===== config.mk =====
export PLATFORM = sky130hd
export DESIGN_NAME = lfc_fifo
export DESIGN_NICKNAME = d
export VERILOG_FILES = /design/src/rtl/core/lfc_fifo.sv
export SDC_FILE = /design/constraint.sdc
export NUM_CORES = 1
export LEC_CHECK = 0
export BUFFER_PORTS_ARGS = -buffer_cell sky130_fd_sc_hd__buf_2
export CORE_AREA = 5 5 48 58
export CTS_CLUSTER_DIAMETER = 40
export DETAILED_ROUTE_END_ITERATION = 16
export DIE_AREA = 0 0 53 63
export PLACE_DENSITY_LB_ADDON = 0.15
export SKIP_LAST_GASP = 1
export SYNTH_ARGS = -nofsm -noshare
export SYNTH_HDL_FRONTEND = slang
export SYNTH_SLANG_ARGS = --single-unit

===== constraint.sdc =====
create_clock -name clk -period 2.7 [get_ports clk]
set_clock_uncertainty 0.2 [all_clocks]
set_input_delay 0.135 -clock clk [delete_from_list [all_inputs] [get_ports clk]]
set_output_delay 0.135 -clock clk [all_outputs]
set_load 0.05 [all_outputs]

===== src/rtl/core/lfc_fifo.sv =====
`timescale 1ns / 1ps
`default_nettype none

module lfc_fifo #(
  parameter int WIDTH = 8,
  parameter int DEPTH = 2
) (
  input  logic                       clk,
  input  logic                       rst_n,
  input  logic                       push,
  input  logic [WIDTH-1:0]           din,
  output logic                       full,
  input  logic                       pop,
  output logic [WIDTH-1:0]           dout,
  output logic                       empty,
  output logic [$clog2(DEPTH+1)-1:0] count
);

  localparam int AW = (DEPTH > 1) ? $clog2(DEPTH) : 1;
  localparam int CW = $clog2(DEPTH+1);

  logic [WIDTH-1:0] mem_r [DEPTH];
  logic [AW-1:0]    wp_r, rp_r;
  logic [CW-1:0]    cnt_r;
  logic             do_push, do_pop;

  assign full    = (cnt_r == CW'(DEPTH));
  assign empty   = (cnt_r == '0);
  assign count   = cnt_r;
  assign dout    = mem_r[rp_r];
  assign do_push = push && !full;
  assign do_pop  = pop && !empty;

  always_ff @(posedge clk) begin
    if (!rst_n) begin
      wp_r  <= '0;
      rp_r  <= '0;
      cnt_r <= '0;
    end else begin
      if (do_push) begin
        wp_r <= (wp_r == AW'(DEPTH-1)) ? '0 : wp_r + 1'b1;
      end
      if (do_pop) begin
        rp_r <= (rp_r == AW'(DEPTH-1)) ? '0 : rp_r + 1'b1;
      end
      if (do_push && !do_pop) begin
        cnt_r <= cnt_r + 1'b1;
      end else if (do_pop && !do_push) begin
        cnt_r <= cnt_r - 1'b1;
      end
    end
  end

  always_ff @(posedge clk) begin
    if (do_push) begin
      mem_r[wp_r] <= din;
    end
  end

endmodule

`default_nettype wire


Yosys cells after proc, flatten, opt, wreduce, memory -nomap -nowiden
Memories as Yosys holds them, arrays and structs flattened. A register that Yosys moved wholly into a read port is not among the register bits. Cells that the tools add are included.

Register bits: 4. Bits in writable memories: 16. Memories: 1.

$add $sub $neg: 4. Equality and inequality tests: 1. Muxes and demuxes: 8. Reductions and logical operators: 10.

Memories: mem_r (depth 2, bits a word 8, read ports 1, clocked after memory_dff 1, wr ports 1, line 22) `logic [WIDTH-1:0] mem_r [DEPTH];`.

Operator list (count): 1-bit two-way mux (6); 1-bit logical AND (4); 1-bit logical NOT (4); 2-bit two-way mux (2); 1-bit adder, second input constant (2); 2-bit by 1-bit adder with 2-bit output, second input constant (1); 2-bit == test, second input constant (1); 2-bit logical NOT (1); 2-bit nonzero test (1); 2-bit by 1-bit subtractor with 2-bit output, second input constant (1).

Depth between registers and ports, before layout
Depth in word-level cells: 7. Mapped depth: 7. Depth with buffers taken out: 7.

Worst setup path before layout
Ideal clock, no wire load.

Path type: register -> register. Start point: register cnt_r[1] (netlist: count[1]). End point: register cnt_r[1] (netlist: count[1]). Arrival time: 1.909 ns. Required time: 2.430 ns. Slack: 0.521 ns. Cell stages (with the launch flop): 7. Path buffers: 0. Clock period less this slack: 2.179 ns. Cells stage by stage: dfxtp_1 nand2b_1 inv_2 nor2_1 ha_1 or3_1 a21boi_1.

Cells in the longest elaborated chain, start to end: 6. Elaborated cells on any way between the ends: 15. Those cells by class: add/sub (2); eq/ne (1); mux (2); reduce/logical (10).

RTL lines: start, declared (line 24) `logic [CW-1:0] cnt_r;`; start signal, assigned (line 47) `cnt_r <= cnt_r + 1'b1;`; start signal, assigned (line 49) `cnt_r <= cnt_r - 1'b1;`; 2-bit == test (*) (line 27) `assign full = (cnt_r == CW'(DEPTH));`; via full (line 12) `output logic full,`; 1-bit logical NOT (*) (line 31) `assign do_push = push && !full;`; 1-bit logical AND (*) (line 31); 1-bit logical NOT (line 48) `end else if (do_pop && !do_push) begin`; 1-bit logical AND (line 48); 2-bit nonzero test (no line).

The timed path passes the listed nets; every way through them passes the cells marked *. The select of a mux whose other input is x is not followed. A chain may end at the register's enable or synchronous reset.

Worst setup path in the final report
Start point: register cnt_r[0] (netlist: count[0]). End point: register wp_r.

Cells in the longest elaborated chain, start to end: 3.

RTL lines: 2-bit == test (line 27); 1-bit logical NOT (line 31); 1-bit logical AND (line 31); end signal, assigned (line 41) `wp_r <= (wp_r == AW'(DEPTH-1)) ? '0 : wp_r + 1'b1;`; end, declared (line 23) `logic [AW-1:0] wp_r, rp_r;`.

Every way passes these cells.

==> results.py <==
metrics = {
    "sta": {
        "setup_viol": 0,
        "worst_slack_ns": 0.502,
        "worst_pin_slew_ns": 0.664,
        "slew_headroom_pct": 55.5,
        "rsz0062_at_grt": "no",
        "holdWs_ns": 0.116,
        "fin_crit_ns": 2.20,
        "fin_crit_sh_pct": 81.4,
        "maxSlewViolCount": 0,
        "tns_ns": 0,
        "finalHoldViolations": 0,
        "fmax_ghz": 0.455,
    },
    "die": {
        "die_w_um": 53,
        "start_util_pct": 36.6,
        "rows": 19,
        "io_pins": 24,
        "die-area_um2": 3340,
        "die_h_um": 63,
        "core-area_um2": 2210,
    },
    "global_route": {
        "grtUsageTotal_pct": 9.24,
        "grt_pass1_vias": 549,
        "overflow": 0,
        "grt_pass1_wl_mm": 2.24,
        "grt_max_degree": 12,
        "antenna_found_initial": 0,
    },
    "clocking": {
        "cts.sinks": 21,
        "cts-root-buf": "clkbuf_4",
        "cts_buffer_depth": 2,
        "ctsHtreeMaxLevel": 1,
        "cts_buffers": 3,
        "clock_latency_ns": 0.29,
        "clkTransAtPathRegs_ns": 0.11,
        "cts_tree": "done",
    },
    "detailed_routing": {
        "vias": 517,
        "routedWlPerCell_um": 11.4,
        "drt_pass1_iterations": 2,
        "drc_errors": 0,
        "detail-route-antenna-nets": 0,
        "routedLengthMet1_um": 492,
        "wl_mm": 1.33,
        "wl_met3_um": 102,
        "top_layer": "met4",
        "drt_iter0_markers": 1,
        "route.met2.wl_um": 720,
        "viasPerCell": 4.42,
    },
    "power": {
        "power_frac_clock_pct": 12.9,
        "combPwrFrac_pct": 45.8,
        "p_per_area_nw_per_um2": 1020,
        "switching_share_pct": 43.1,
        "irDropWorstVdd_mv": 0.590,
        "intPower_uw": 630,
        "p_leak_uw": 0.000432,
        "switchingPower_uw": 477,
        "seq_power_share_pct": 41.3,
    },
    "synthesis": {
        "ys_types": 20,
        "synth_cells": 50,
        "netlist_area_um2": 810,
        "synth_warnings": 0,
        "yosysSeqAreaShare_pct": 71.7,
        "synth.area.top_cells": "edfxtp_1, dfxtp_1, mux2_2",
        "synth_xor_xnor_area_share_pct": 3.25,
        "synth_adder_area_share_pct": 1.55,
        "synth_largest_area_cell": "edfxtp_1",
        "synth.avg_cell_area_um2": 16.2,
        "synth_mux_area_share_pct": 11.1,
        "synth_seq_cells": 21,
        "synth_top_family_by_area": "multiplexers",
        "syn_nets": 63,
        "synth-simple-area-share_pct": 6.80,
        "synth_compound_area_share_pct": 4.02,
        "synth_top_cell_area_share_pct": 59.4,
    },
    "min_path": {
        "hold_path.class": "in -> reg",
    },
    "final_layout": {
        "design_area_um2": 1080,
        "final_cell_mix": "buf_2, edfxtp_1, dlygate4sd3_1, mux2_2, dfxtp_1",
        "n_antenna_cell": 0,
        "mostFrequentLayoutCell": "buf_2",
        "drive_gt1_share_pct": 41.9,
        "nNetsFinal": 100,
        "finalNonFillerCells": 117,
        "syn2layout_area_growth_pct": 34.0,
    },
    "critical_path": {
        "startpoint_type": "register",
        "criticalPathCategory": "reg -> reg",
        "required_ns": 2.74,
        "worstPathArrival_ns": 2.24,
        "end_kind": "register",
        "critPathMaxFanout": 9,
    },
    "placed_design": {
        "gp_congestion": 0.721,
        "placed_area_um2": 958,
        "io_buffers": 23,
        "pre_cts_slack_ns": 0.912,
        "place_inst": 103,
        "dp_hpwl_um": 967,
    },
    "job": {
        "maxCapViolCount": 0,
    },
    "run_status": {
        "status": "complete, no violations",
    },
}
-- kinds of logic after synthesis --
group / count (synthesis)
compound gates: 5
xor+xnor: 3
fa+ha+maj: 1
buf+inv: 3
flops: 21
mux: 8
simple gates: 9
-- synthesized netlist by cell type --
| master | n |
|---|---|
| xor2_1 | 1 |
| nor2_1 | 2 |
| ha_1 | 1 |
| edfxtp_1 | 16 |
| dfxtp_1 | 5 |
| o21ai_1 | 1 |
| a21boi_1 | 1 |
| nand2b_1 | 1 |
| xnor2_1 | 2 |
| and2_1 | 3 |
| or3_1 | 1 |
| inv_2 | 1 |
| a21boi_0 | 1 |
| buf_2 | 1 |
| o21a_1 | 1 |
| nor3_2 | 1 |
| and3_1 | 1 |
| mux2_2 | 8 |
| o21ai_0 | 1 |
| inv_1 | 1 |
-- worst paths after layout --
check / startpoint / end / slack, ns / depth (start not counted)
min: pop / rp_r / 0.12 / 4
max reg2reg: count[0] / wp_r / 0.50 / 5
min reg2reg: count[1] / count[1] / 0.35 / 2
max: count[0] / wp_r / 0.50 / 5
-- critical path: stages (launching register included) --
cell and delay (ns):
dfxtp_1 0.45, nand2b_1 0.19, inv_2 0.06, nor3_2 0.51, o21a_1 0.21, dlygate4sd3_1 0.53
-- power by group through the flow --
stage,clock network (µW),logic (µW),registers [µW]
after floorplan,0,374,489
after global placement,0,495,466
after detailed placement,0,499,468
after CTS,148,515,461
after global routing,165,540,470
final,143,507,457
-- per-stage QoR --
step,total power (µW),util [%]
floorplan,863,-
CTS,1120,49.1
global placement,961,43.4
global route,1170,49.1
finish,1110,49.1
detailed placement,967,43.4
-- flip-flops by register name, summed over array words and instances (netlist names), named ones only --
signal,cells
rp_r,1
wp_r,1
mem_r,16
count,2
-- what timing repair did --
action | CTS | global route
setup endpoints to repair | 0 | 0
setup buffers | 0 | 0
hold buffers | 10 | 0
endpoints found under the hold margin | 21 | 0
resized for setup | 0 | 0
-- routing by layer --
metal / vias up / global-route usage [%]
li1: 253 / -
met1: 247 / 8.97
met2: 15 / 16.0
met3: 2 / 3.10
met4: 0 / 5.75
met5: - / 0
-- layout make-up --
| type | count | area (µm²) |
|---|---|---|
| inverter | 2 | 7.51 |
| clock buffer | 4 | 26.3 |
| sequential | 21 | 581 |
| timing repair buffer | 33 | 215 |
| multi-input combinational | 26 | 216 |
| tap | 31 | 38.8 |
| fill | 229 | 1130 |
Note: power is estimated with default switching activity, not from simulation.
